--- config.mk ---
export PLATFORM = sky130hd
export DESIGN_NAME = cycle_count_to_time_converter_unit
export DESIGN_NICKNAME = d
export VERILOG_FILES = /design/src/hdl/cctc_pkg.sv /design/src/hdl/cctc_ctrl.sv /design/src/hdl/cctc_dpath.sv /design/src/hdl/cycle_count_to_time_converter_unit.sv
export SDC_FILE = /design/constraint.sdc
export NUM_CORES = 1
export LEC_CHECK = 0
export ABC_AREA = 1
export BUFFER_PORTS_ARGS = -buffer_cell sky130_fd_sc_hd__clkbuf_2
export CAP_MARGIN = 20
export CORE_MARGIN = 2
export CORE_UTILIZATION = 25
export DETAILED_ROUTE_END_ITERATION = 10
export GPL_TIMING_DRIVEN = 0
export PLACE_DENSITY = 0.46
export SYNTH_ARGS = -nofsm -noshare
export SYNTH_HDL_FRONTEND = slang
export SYNTH_SLANG_ARGS = --single-unit
--- constraint.sdc ---
create_clock -name clk_i -period 12.5 [get_ports clk_i]
set_input_delay 2.5 -clock clk_i [delete_from_list [all_inputs] [get_ports clk_i]]
set_output_delay 2.5 -clock clk_i [all_outputs]
set_load 0.02 [all_outputs]
--- src/hdl/cctc_pkg.sv ---
// ----------------------------------------------------------------------------
// cctc_pkg
// Shared types and constants for the cycle count to time converter.
// ----------------------------------------------------------------------------
package cctc_pkg;

  // field widths
  localparam int unsigned CycW   = 64;  // cycle counter samples
  localparam int unsigned FreqW  = 36;  // counter frequency in hertz
  localparam int unsigned TimeW  = 63;  // wall time in 100 ns units
  localparam int unsigned TickW  = 32;  // tick increment
  localparam int unsigned ScaleW = 24;  // width of the 10^7 scale factor
  localparam int unsigned ProdW  = CycW + ScaleW;  // cycles times 10^7
  localparam int unsigned CfgW   = 64;  // config write data
  localparam int unsigned CntW   = 7;   // step counter, holds DivSteps-1

  // iteration counts of the shared serial units
  localparam int unsigned MulSteps = ScaleW;
  localparam int unsigned DivSteps = ProdW;

  // constants
  localparam logic [ScaleW-1:0] UnitsPerSec = ScaleW'(10000000);
  localparam logic [TickW-1:0]  TickDefault = TickW'(100000);
  localparam logic [TickW-1:0]  TickMax     = '1;
  localparam logic [TimeW-1:0]  TimeMax     = '1;

  // config register indexes
  typedef enum logic [1:0] {
    CfgFreq     = 2'd0,
    CfgBootCyc  = 2'd1,
    CfgBootTime = 2'd2
  } cfg_idx_e;

  // controller to datapath commands
  typedef struct packed {
    logic load;      // take a new input beat
    logic mul_step;  // one shift-add step of the scale multiply
    logic div_step;  // one restoring division step
    logic out_load;  // load the output register
  } cctc_cmd_t;

  // datapath to controller status
  typedef struct packed {
    logic bypass;    // item needs no conversion (uncalibrated or invalid)
  } cctc_sts_t;

endpackage

--- src/hdl/cctc_ctrl.sv ---
// ----------------------------------------------------------------------------
// cctc_ctrl
// Sequencer: accepts a beat, runs the serial multiply and divide steps unless
// the beat needs no conversion, then moves the result into the output register.
// ----------------------------------------------------------------------------
module cctc_ctrl (
  input  logic               clk_i,
  input  logic               rst_ni,
  input  logic               in_valid_i,
  output logic               in_ready_o,
  output logic               out_valid_o,
  input  logic               out_ready_i,
  input  cctc_pkg::cctc_sts_t sts_i,
  output cctc_pkg::cctc_cmd_t cmd_o
);
  import cctc_pkg::*;

  typedef enum logic [3:0] {
    StIdle = 4'b0001,
    StMul  = 4'b0010,
    StDiv  = 4'b0100,
    StFin  = 4'b1000
  } state_e;

  state_e            state_q, state_d;
  logic [CntW-1:0]   cnt_q, cnt_d;
  logic              out_valid_q, out_valid_d;
  logic              accept;
  logic              out_free;

  assign in_ready_o  = (state_q == StIdle);
  assign out_valid_o = out_valid_q;
  assign accept      = in_valid_i && in_ready_o;
  assign out_free    = !out_valid_q || out_ready_i;

  // next state and commands
  always_comb begin
    state_d         = state_q;
    cnt_d           = cnt_q;
    cmd_o           = '0;
    cmd_o.load      = accept;
    case (state_q)
      StIdle: begin
        if (accept) begin
          if (sts_i.bypass) begin
            state_d = StFin;
          end else begin
            state_d = StMul;
            cnt_d   = CntW'(MulSteps - 1);
          end
        end
      end
      StMul: begin
        cmd_o.mul_step = 1'b1;
        if (cnt_q == '0) begin
          state_d = StDiv;
          cnt_d   = CntW'(DivSteps - 1);
        end else begin
          cnt_d = cnt_q - 1'b1;
        end
      end
      StDiv: begin
        cmd_o.div_step = 1'b1;
        if (cnt_q == '0) begin
          state_d = StFin;
        end else begin
          cnt_d = cnt_q - 1'b1;
        end
      end
      StFin: begin
        if (out_free) begin
          cmd_o.out_load = 1'b1;
          state_d        = StIdle;
        end
      end
      default: begin
        state_d = StIdle;
      end
    endcase
  end

  // output beat pending flag
  always_comb begin
    out_valid_d = out_valid_q;
    if (out_valid_q && out_ready_i) begin
      out_valid_d = 1'b0;
    end
    if (cmd_o.out_load) begin
      out_valid_d = 1'b1;
    end
  end

  always_ff @(posedge clk_i or negedge rst_ni) begin
    if (!rst_ni) begin
      state_q     <= StIdle;
      cnt_q       <= '0;
      out_valid_q <= 1'b0;
    end else begin
      state_q     <= state_d;
      cnt_q       <= cnt_d;
      out_valid_q <= out_valid_d;
    end
  end

endmodule

--- src/hdl/cctc_dpath.sv ---
// ----------------------------------------------------------------------------
// cctc_dpath
// Config registers, tick sample, serial shift-add multiply by 10^7,
// restoring divide by the counter frequency, and result saturation.
// ----------------------------------------------------------------------------
module cctc_dpath (
  input  logic                          clk_i,
  input  logic                          rst_ni,
  input  logic                          cfg_we_i,
  input  logic [1:0]                    cfg_addr_i,
  input  logic [cctc_pkg::CfgW-1:0]     cfg_wdata_i,
  input  logic                          req_type_i,
  input  logic [cctc_pkg::CycW-1:0]     counter_now_i,
  input  cctc_pkg::cctc_cmd_t           cmd_i,
  output cctc_pkg::cctc_sts_t           sts_o,
  output logic [cctc_pkg::TickW-1:0]    tick_increment_o,
  output logic [cctc_pkg::TimeW-1:0]    live_time_o,
  output logic                          time_valid_o
);
  import cctc_pkg::*;

  // config and state
  logic [FreqW-1:0]  freq_q;
  logic [CycW-1:0]   boot_cyc_q;
  logic [TimeW-1:0]  boot_time_q;
  logic [CycW-1:0]   last_tick_q;

  // working registers
  logic              req_q;
  logic              byp_q;
  logic [CycW-1:0]   mcand_q;
  logic [ScaleW-1:0] kshift_q;
  logic [ProdW-1:0]  acc_q;
  logic [FreqW-1:0]  rem_q;

  // output register
  logic [TickW-1:0]  tick_q;
  logic [TimeW-1:0]  live_q;
  logic              valid_q;

  logic              freq_zero;
  logic [CycW-1:0]   base;
  logic [FreqW:0]    rem_sh;
  logic              ge;
  logic [FreqW-1:0]  rem_nxt;
  logic [CycW-1:0]   d_sat;
  logic [TickW-1:0]  tick_sat;
  logic [TimeW+1:0]  live_sum;
  logic [TimeW-1:0]  live_sat;

  assign freq_zero    = (freq_q == '0);
  assign sts_o.bypass = freq_zero || (req_type_i && (boot_time_q == '0));
  assign base         = req_type_i ? boot_cyc_q : last_tick_q;

  // restoring divide step: shift in the next dividend bit, try subtract
  assign rem_sh  = {rem_q, acc_q[ProdW-1]};
  assign ge      = (rem_sh >= {1'b0, freq_q});
  assign rem_nxt = ge ? FreqW'(rem_sh - {1'b0, freq_q}) : rem_sh[FreqW-1:0];

  // saturation of the converted interval and of both results
  assign d_sat    = (|acc_q[ProdW-1:CycW]) ? '1 : acc_q[CycW-1:0];
  assign tick_sat = (|d_sat[CycW-1:TickW]) ? TickMax : d_sat[TickW-1:0];
  assign live_sum = (TimeW+2)'(boot_time_q) + (TimeW+2)'(d_sat);
  assign live_sat = (|live_sum[TimeW+1:TimeW]) ? TimeMax : live_sum[TimeW-1:0];

  // config registers and last tick sample
  always_ff @(posedge clk_i or negedge rst_ni) begin
    if (!rst_ni) begin
      freq_q      <= '0;
      boot_cyc_q  <= '0;
      boot_time_q <= '0;
      last_tick_q <= '0;
    end else if (cfg_we_i) begin
      case (cfg_addr_i)
        CfgFreq: begin
          freq_q <= cfg_wdata_i[FreqW-1:0];
        end
        CfgBootCyc: begin
          boot_cyc_q  <= cfg_wdata_i[CycW-1:0];
          last_tick_q <= cfg_wdata_i[CycW-1:0];
        end
        CfgBootTime: begin
          boot_time_q <= cfg_wdata_i[TimeW-1:0];
        end
        default: begin
        end
      endcase
    end else if (cmd_i.load && !req_type_i && !freq_zero) begin
      last_tick_q <= counter_now_i;
    end
  end

  // multiply and divide working registers
  always_ff @(posedge clk_i) begin
    if (cmd_i.load) begin
      req_q    <= req_type_i;
      byp_q    <= sts_o.bypass;
      mcand_q  <= counter_now_i - base;
      kshift_q <= UnitsPerSec;
      acc_q    <= '0;
      rem_q    <= '0;
    end else if (cmd_i.mul_step) begin
      acc_q    <= (acc_q << 1) + (kshift_q[ScaleW-1] ? ProdW'(mcand_q) : '0);
      kshift_q <= kshift_q << 1;
    end else if (cmd_i.div_step) begin
      acc_q <= {acc_q[ProdW-2:0], ge};
      rem_q <= rem_nxt;
    end
  end

  // result register
  always_ff @(posedge clk_i) begin
    if (cmd_i.out_load) begin
      if (byp_q) begin
        tick_q  <= req_q ? '0 : TickDefault;
        live_q  <= '0;
        valid_q <= 1'b0;
      end else if (req_q) begin
        tick_q  <= '0;
        live_q  <= live_sat;
        valid_q <= 1'b1;
      end else begin
        tick_q  <= tick_sat;
        live_q  <= '0;
        valid_q <= 1'b0;
      end
    end
  end

  assign tick_increment_o = tick_q;
  assign live_time_o      = live_q;
  assign time_valid_o     = valid_q;

endmodule

--- src/hdl/cycle_count_to_time_converter_unit.sv ---
// ----------------------------------------------------------------------------
// cycle_count_to_time_converter_unit
// Converts cycle counter samples to tick increments and wall time.
// ----------------------------------------------------------------------------
// One item at a time. A tick or query that needs a conversion is taken,
// then runs the serial shift-add multiply by 10^7 and the bit-serial
// restoring divide by counter_frequency; the result is then saturated and
// loaded into the output register once that register is free. An
// uncalibrated tick or an invalid query skips the multiply and divide. The
// next beat is taken as soon as the result sits in the output register,
// even if it has not been taken yet.
module cycle_count_to_time_converter_unit (
  input  logic                          clk_i,
  input  logic                          rst_ni,
  // config write port
  input  logic                          cfg_we_i,
  input  logic [1:0]                    cfg_addr_i,
  input  logic [cctc_pkg::CfgW-1:0]     cfg_wdata_i,
  // input channel
  input  logic                          in_valid_i,
  output logic                          in_ready_o,
  input  logic                          req_type_i,
  input  logic [cctc_pkg::CycW-1:0]     counter_now_i,
  // output channel
  output logic                          out_valid_o,
  input  logic                          out_ready_i,
  output logic [cctc_pkg::TickW-1:0]    tick_increment_o,
  output logic [cctc_pkg::TimeW-1:0]    live_time_o,
  output logic                          time_valid_o
);
  import cctc_pkg::*;

  cctc_cmd_t cmd;
  cctc_sts_t sts;

  // sequencer
  cctc_ctrl u_ctrl (
    .clk_i       (clk_i),
    .rst_ni      (rst_ni),
    .in_valid_i  (in_valid_i),
    .in_ready_o  (in_ready_o),
    .out_valid_o (out_valid_o),
    .out_ready_i (out_ready_i),
    .sts_i       (sts),
    .cmd_o       (cmd)
  );

  // arithmetic and registers
  cctc_dpath u_dpath (
    .clk_i            (clk_i),
    .rst_ni           (rst_ni),
    .cfg_we_i         (cfg_we_i),
    .cfg_addr_i       (cfg_addr_i),
    .cfg_wdata_i      (cfg_wdata_i),
    .req_type_i       (req_type_i),
    .counter_now_i    (counter_now_i),
    .cmd_i            (cmd),
    .sts_o            (sts),
    .tick_increment_o (tick_increment_o),
    .live_time_o      (live_time_o),
    .time_valid_o     (time_valid_o)
  );

`ifndef SYNTH
  // a valid query never reports a tick increment
  assert property (@(posedge clk_i) disable iff (!rst_ni)
    out_valid_o && time_valid_o |-> tick_increment_o == '0)
    else $error("tick increment set on a valid query");

  // live time is zero whenever it is not valid
  assert property (@(posedge clk_i) disable iff (!rst_ni)
    out_valid_o && !time_valid_o |-> live_time_o == '0)
    else $error("live time set without time_valid");

  // a taken beat closes the input in the following cycle
  assert property (@(posedge clk_i) disable iff (!rst_ni)
    in_valid_i && in_ready_o |=> !in_ready_o)
    else $error("input ready right after accepting a beat");
`endif

endmodule

==> results.py, run 1 <==
metrics = {
    "worst_setup_path": {
        "worst-setup-path-type": "in2reg",
        "path_buf_inv": 4,
        "crit_family": "compound AO/OA/AOI/OAI gates",
        "crit_arrival_ns": 6.82,
        "r2r_slack_ns": 6.35,
        "crit_slowest_cell": "clkbuf_1",
        "critPathMaxFanout": 10,
        "path_cells": "clkbuf_2, clkbuf_1, buf_8, clkbuf_1, nand2_1, nand2_1, ha_1, fa_1, nand3b_1, nand2_1, a21oi_1, o21ai_0, a21boi_0, o21ai_0, nand2_1, nand2_1, nand2_1, nand2_1",
        "slowest_delay_ns": 0.83,
        "required_ns": 12.94,
        "cpMostUsedCell": "nand2_1",
        "crit_path_start_kind": "input port",
        "critPathCaptureType": "flop",
    },
    "sta": {
        "min_period_over_period_pct": 51.10,
        "slew_violations": 0,
        "rsz0062_at_grt": "no",
        "finalCriticalPeriod_ns": 6.388,
        "hold_viol_final": 0,
        "setup_violations": 0,
        "tns_ns": 0,
        "skew_ns": 0.06506,
        "max-slew-margin-rel_pct": 20.51,
        "fmax_mhz": 156.6,
        "worst_pin_slew_ns": 1.192,
    },
    "synth": {
        "synth.ff_latch_count": 542,
        "synth_seq_area_share_pct": 32.50,
        "yosys.cell_types.count": 56,
        "synth_top_family_by_area": "simple AND/OR/NAND/NOR gates",
        "yosysWarnings": 0,
        "ys_top_cells_by_area": "nand2_1 (18%), dfrtp_1 (14%), edfxtp_1 (12%)",
        "synth_mux_area_share_pct": 1.478,
        "yosys.area_share.simple_pct": 30.54,
        "syn-num-nets": 6829,
        "yosys.area.top_type_share_pct": 17.86,
        "synthCells": 6462,
        "ys_async_sr_fraction_pct": 44.10,
        "avgSynthCellArea_sq_um": 6.509,
        "syn_area_sq_um": 42060,
        "synth_compound_area_share_pct": 14.10,
        "yosys.area.top_type": "nand2_1",
        "synth_xor_xnor_area_share_pct": 3.144,
        "yosys_most_used_dff": "dfrtp_1",
        "synthAdderAreaFrac_pct": 6.943,
        "synth_edf_count": 162,
    },
    "global_route": {
        "grt_pass1_vias": 42260,
        "grt_max_degree": 102,
        "grt.total_usage_pct": 22.98,
        "antenna_found_initial": 10,
        "grt_overflow": 0,
        "grt_pass1_wl_mm": 290.0,
    },
    "clock_network": {
        "post_cts_resized": 0,
        "clockRootBuffer": "clkbuf_16",
        "cts_max_level": 3,
        "cts_buffers": 70,
        "clkSinkCount": 542,
        "clock_path_buffers": 3,
        "cts_tree": "done",
        "clk_latency_ns": 0.72,
        "hold_buffers": 0,
        "path_clk_slew_ns": 0.06,
        "post-cts-setup-buffer-count": 0,
    },
    "final_layout": {
        "nets": 7142,
        "drive_gt1_share_pct": 6.631,
        "syn_to_final_growth_pct": 15.50,
        "fillers": 18830,
    },
    "floorplan": {
        "pin_count": 234,
        "die_area_sq_um": 171500,
        "dieHeight_um": 414.2,
        "core_area_sq_um": 167200,
        "initial_utilization_pct": 25.15,
        "num_rows": 150,
        "die_w_um": 414.2,
    },
    "placed_design": {
        "dp_hpwl_mm": 172.4,
        "portBuffers": 232,
        "gp_congestion": 1.011,
    },
    "power_and_ir_drop": {
        "power_mw": 13.73,
        "peakVddDrop_mv": 0.1023,
        "powerDensity_nw_per_um2": 282.6,
        "p_leak_nw": 24.21,
    },
    "drt": {
        "ant_nets": 0,
        "drtIter0Drc": 3367,
        "drt_wl_total_mm": 202.7,
        "vias": 43440,
        "drc_errors": 0,
        "avgViaCountPerCell": 4.805,
        "drt_pass1_iterations": 6,
        "wl_per_cell_um": 22.42,
    },
    "job": {
        "maxCapViolCount": 0,
    },
    "hold_path": {
        "hp-class": "reg2reg",
    },
    "outcome": {
        "status": "completed",
    },
}
-- final timing paths --
check / startpoint / endpoint / cells after the start
hold reg to reg: u_dpath.kshift_q[13] / u_dpath.kshift_q[13] / 2
hold / removal: u_dpath.kshift_q[13] / u_dpath.kshift_q[13] / 2
min in group asynchronous: rst_ni / u_dpath.boot_cyc_q[49] / 1
max in group asynchronous: rst_ni / u_ctrl.cnt_q[4] / 2
setup / recovery: req_type_i / u_dpath.mcand_q[38] / 18
setup reg to reg: u_dpath.acc_q[87] / u_dpath.live_time_o[12] / 19
-- logic make-up after synthesis --
kind of cell | count (synthesis)
muxes | 62
xor gates and xnor gates | 151
buffers and inverters | 1234
DFF | 542
adders and majority gates | 231
and+or+nand+nor | 3144
AOI/OAI and AO/OA | 1098
-- per-stage QoR --
step / setup slack (ns) / hold WS (ns) / util, % / area (sq um) / instances
after floorplan: 5.418 / 0.4248 / - / 42060 / 6462
after global placement: 2.844 / 0.4400 / 27.50 / 45980 / 8898
after detailed placement: 5.474 / 0.4512 / 27.62 / 46190 / 8907
after CTS: 6.175 / 0.4621 / 29.04 / 48570 / 9036
after global routing: 5.906 / 0.4846 / 29.05 / 48570 / 9038
final: 6.113 / 0.4613 / 29.05 / 48580 / 9041
-- Yosys cell counts, types with 10 or more instances --
library cell / n
nand3_2: 13
or2_2: 17
ha_1: 227
o21bai_1: 25
o211ai_1: 10
dfxtp_1: 141
clkbuf_1: 114
nor4_1: 39
o21a_1: 69
buf_1: 20
xor2_1: 74
dfrtp_1: 238
o21ai_0: 446
nand4_1: 57
nand2_1: 2001
inv_1: 1054
xnor2_1: 77
a31oi_1: 17
nor3_1: 52
nand3b_1: 25
buf_2: 22
a21oi_1: 478
edfxtp_1: 162
or2_1: 11
nor2_1: 597
a21o_1: 12
nand3_1: 306
mux2i_1: 61
-- final cells by class --
class | instances | area (sq um) | area share (%)
Antenna cell | 5 | 12.51 | 0.02575
Buffer | 173 | 770.7 | 1.586
Clock buffer | 86 | 1884 | 3.879
Clock inverter | 43 | 499.2 | 1.028
Inverter | 1061 | 3983 | 8.198
Multi-Input combinational cell | 4686 | 23650 | 48.68
Sequential cell | 542 | 13670 | 28.14
Tap cell | 2204 | 2758 | 5.676
Timing Repair Buffer | 241 | 1358 | 2.794
-- registers in the layout (all words and copies together), names as in the netlist --
signal and count:
u_dpath.acc_q 88, u_dpath.boot_cyc_q 64, u_dpath.last_tick_q 64, u_dpath.mcand_q 64, u_dpath.boot_time_q 63, u_dpath.live_time_o 63, u_dpath.freq_q 36, u_dpath.rem_q 36
u_dpath.tick_increment_o 32, u_dpath.kshift_q 17, u_ctrl.cnt_q 7, u_ctrl.state_q 4, u_ctrl.out_valid_o 1, u_dpath.byp_q 1, u_dpath.req_q 1, u_dpath.time_valid_o 1
-- tightest hold or removal path, cell delays in order (launching register included) --
cell and delay, ns:
dfxtp_1 0.31, nand2_1 0.06, a21oi_1 0.05
-- cells in the final DEF (no fill, tap or decap), types with 7 or more instances in the layout --
cell and count:
o21a_1 69, dfxtp_1 141, buf_6 8, nand2_2 7, nand4_1 57, nand3b_1 25, buf_1 20, or2_1 11
and3_1 8, nand2_1 2001, nor2_1 596, clkinv_2 13, dfrtp_1 238, buf_4 9, clkbuf_16 72, nand3_2 13
xor2_1 74, o21ai_1 8, a21oi_1 478, clkbuf_1 125, o21bai_1 25, o21ai_0 446, clkinv_1 7, a31oi_1 17
nor3_1 52, ha_1 227, or2_2 17, xnor2_1 77, a21o_1 12, nor4_1 39, inv_1 1054, mux2i_1 61
inv_2 7, o211ai_1 10, buf_2 21, edfxtp_1 162, clkbuf_2 232, nand3_1 306
-- report_power, final --
group          total, mW  internal, mW  switching [mW]
Combinational       8.77          2.51            6.26
Clock               2.14          1.22           0.915
Sequential          2.82          2.41           0.408
-- routing by layer --
layer	vias to the layer above	GRT usage, %	routed length [um]
met3	218	2.194	8887
met4	2	8.996	8170
met2	1105	38.72	94890
met1	20840	30.20	90700
li1	21270	-	-
met5	-	0	9
Note: power is estimated with default switching activity, not from simulation.
==> inputs of run 2 (changes only) <==
ABC_AREA = 0   (was 1)
PLACE_DENSITY = 0.47   (was 0.46)
clock period = 5.9 ns   (was 12.5 ns; I/O delays follow)
==> run 2 against run 1 <==
Clock power increased by 110%. Via count decreased by 23%. Synthesized area decreased by 12%. Critical path depth decreased by 3. Sequential share of layout area increased by 3.5 points. Critical path type unchanged. Register-to-register slack got worse by 6.1 ns. Critical endpoint is now u_dpath.mcand_q[63]. Count of clock-buffer cells in the layout increased by 10. Non-clock buffer count increased by 84. Worst setup slack got worse by 5.9 ns. First-iteration DRC count decreased by 23%. Global-route usage decreased by 3.2 points. Design area decreased by 11%.
==> results.py, run 2 <==
metrics = {
    "outcome": {
        "status": "completed",
    },
    "floorplan": {
        "num_rows": 141,
        "die_area_sq_um": 150800,
        "die_w_um": 388.4,
        "core_area_sq_um": 147100,
        "pin_count": 234,
        "dieHeight_um": 388.4,
        "initial_utilization_pct": 25.10,
    },
    "worst_setup_path": {
        "critPathCaptureType": "flop",
        "regToRegStartpoint": "u_dpath.acc_q[68]",
        "path_buf_inv": 3,
        "startpoint": "req_type_i",
        "worst-setup-path-type": "in2reg",
        "crit_arrival_ns": 6.13,
        "critPathMaxFanout": 10,
        "crit_path_start_kind": "input port",
        "path_cells": "clkbuf_2, buf_2, clkbuf_2, mux2i_1, ha_1, and3_1, a21oi_1, o2bb2ai_1, o21ai_0, o211ai_1, nand3_1, a21oi_1, o21ai_1, or3_1, o311a_1",
        "crit_family": "compound AO/OA/AOI/OAI gates",
        "slowest_delay_ns": 0.56,
        "crit_slowest_cell": "buf_2",
        "required_ns": 6.31,
    },
    "clock_network": {
        "clock_path_buffers": 3,
        "cts_max_level": 3,
        "hold_buffers": 0,
        "clkSinkCount": 542,
        "path_clk_slew_ns": 0.06,
        "cts_tree": "done",
        "cts_buffers": 68,
        "clockRootBuffer": "clkbuf_16",
        "clk_latency_ns": 0.70,
    },
    "global_route": {
        "grt_overflow": 0,
        "grt_pass1_wl_mm": 223.8,
        "grt_max_degree": 97,
        "grt.total_usage_pct": 19.81,
        "grt_pass1_vias": 32660,
        "antenna_found_initial": 32,
    },
    "sta": {
        "slew_violations": 0,
        "holdWs_ns": 0.4542,
        "setup_violations": 0,
        "min_period_over_period_pct": 96.91,
        "hold_viol_final": 0,
        "finalCriticalPeriod_ns": 5.717,
        "tns_ns": 0,
        "worst_slack_ns": 0.1826,
        "skew_ns": 0.04591,
        "worst_pin_slew_ns": 1.145,
        "fmax_mhz": 174.9,
        "max-slew-margin-rel_pct": 23.67,
    },
    "drt": {
        "wl_per_cell_um": 23.57,
        "drt_pass1_iterations": 6,
        "avgViaCountPerCell": 5.163,
        "ant_nets": 0,
        "drt_wl_total_mm": 152.9,
        "drc_errors": 0,
        "vias": 33510,
        "drtIter0Drc": 2598,
    },
    "final_layout": {
        "fin_cells": 6490,
        "nets": 4868,
        "fin_util_pct": 29.32,
        "mostFrequentLayoutCell": "nand2_1",
        "stdcell_area_sq_um": 43150,
        "drive_gt1_share_pct": 11.97,
        "syn_to_final_growth_pct": 16.82,
        "largest_reg_flops": 88,
        "top_register": "u_dpath.acc_q",
        "final_cell_mix": "nand2_1 (434), a21oi_1 (424), nor2_1 (309)",
    },
    "synth": {
        "ys_async_sr_fraction_pct": 44.10,
        "yosys.cell_count.top_type": "nand2_1",
        "syn-num-nets": 4548,
        "synth_seq_area_share_pct": 37.01,
        "yosys.cell_types.count": 94,
        "synth.ff_latch_count": 542,
        "avgSynthCellArea_sq_um": 8.833,
        "yosys.area.top_type_share_pct": 16.13,
        "yosys_most_used_dff": "dfrtp_1",
        "synthCells": 4181,
        "syn_area_sq_um": 36930,
        "yosysWarnings": 0,
        "ys_top_cells_by_count": "nand2_1 (434), a21oi_1 (424), nor2_1 (309), dfrtp_1 (238), ha_1 (227)",
        "yosys.area.top_type": "dfrtp_1",
        "synth_edf_count": 162,
        "ys_top_cells_by_area": "dfrtp_1 (16%), edfxtp_1 (13%), ha_1 (7.7%)",
    },
    "placed_design": {
        "pre_cts_slack_ns": -0.9708,
        "dp_hpwl_mm": 122.8,
        "gp_congestion": 0.9660,
        "portBuffers": 233,
        "dpl_cell_area_sq_um": 40790,
        "dp.cells": 6358,
    },
    "hold_path": {
        "min_from": "u_dpath.kshift_q[10]",
        "hp-class": "reg2reg",
    },
    "power_and_ir_drop": {
        "peakVddDrop_mv": 0.1812,
        "powerDensity_nw_per_um2": 504.2,
        "power_mw": 21.76,
        "p_leak_nw": 17.63,
    },
    "job": {
        "maxCapViolCount": 0,
    },
}
==> run 2: final timing paths <==
check / end / slack, ns / cells after the start
max: u_dpath.mcand_q[63] / 0.18 / 15
max reg2reg: u_dpath.live_time_o[58] / 0.25 / 20
max in group asynchronous: u_dpath.boot_time_q[8] / 3.90 / 3
min: u_dpath.kshift_q[11] / 0.45 / 2
min reg2reg: u_dpath.kshift_q[11] / 0.45 / 2
min in group asynchronous: u_dpath.boot_cyc_q[54] / 0.49 / 1
==> run 2: tightest hold or removal path, cell delays in order, from the launching register on <==
cell     delay, ns
dfxtp_1       0.31
nand2_1       0.05
a21oi_1       0.05
==> run 2: logic make-up (layout without fill, tap and decap cells) <==
| kind of cell | after synthesis | count (layout) | share of synthesized area, % |
|---|---|---|---|
| DFF | 542 | 542 | 37.01 |
| other | 0 | 6 | 0 |
| adders and majority gates | 231 | 231 | 7.907 |
| AOI/OAI and AO/OA | 1247 | 1247 | 21.31 |
| and+or+nand+nor | 1323 | 1323 | 17.22 |
| xor gates and xnor gates | 202 | 202 | 4.790 |
| buffers and inverters | 352 | 725 | 3.625 |
| muxes | 284 | 284 | 8.141 |
==> run 2: metal layers <==
layer  up-vias  wire (um)  GRT usage (%)  share of wire [%]
li1      16010          -              -                  -
met1     16270      70600          27.30                 46
met2       993      68570          31.34                 45
met3       200       9092          3.317                5.9
met4        34       4508          6.523                2.9
met5         -        183              0               0.12
==> run 2: layout make-up <==
cell class	count	area, sq um
Timing Repair Buffer	250	1450
Buffer	248	972.2
Antenna cell	6	15.01
Sequential cell	542	13670
Tap cell	1930	2415
Multi-Input combinational cell	3287	21950
Clock buffer	96	1972
Inverter	104	390.4
Fill cell	15850	104000
Clock inverter	27	314.1
==> run 2: power breakdown <==
group          switching (mW)  leakage, nW  total [mW]  internal, mW
clock                    1.83         1.11        4.40          2.57
combinational            7.36         11.1        11.6          4.22
sequential              0.868         5.43        5.78          4.91
total                    10.1         17.6        21.8          11.7
==> run 2: what timing repair did <==
item                                    in CTS  in global routing
pin swaps                                    2                  1
endpoints found under the setup margin      70                 65
setup buffers                                2                  1
resized for setup                            7                 12
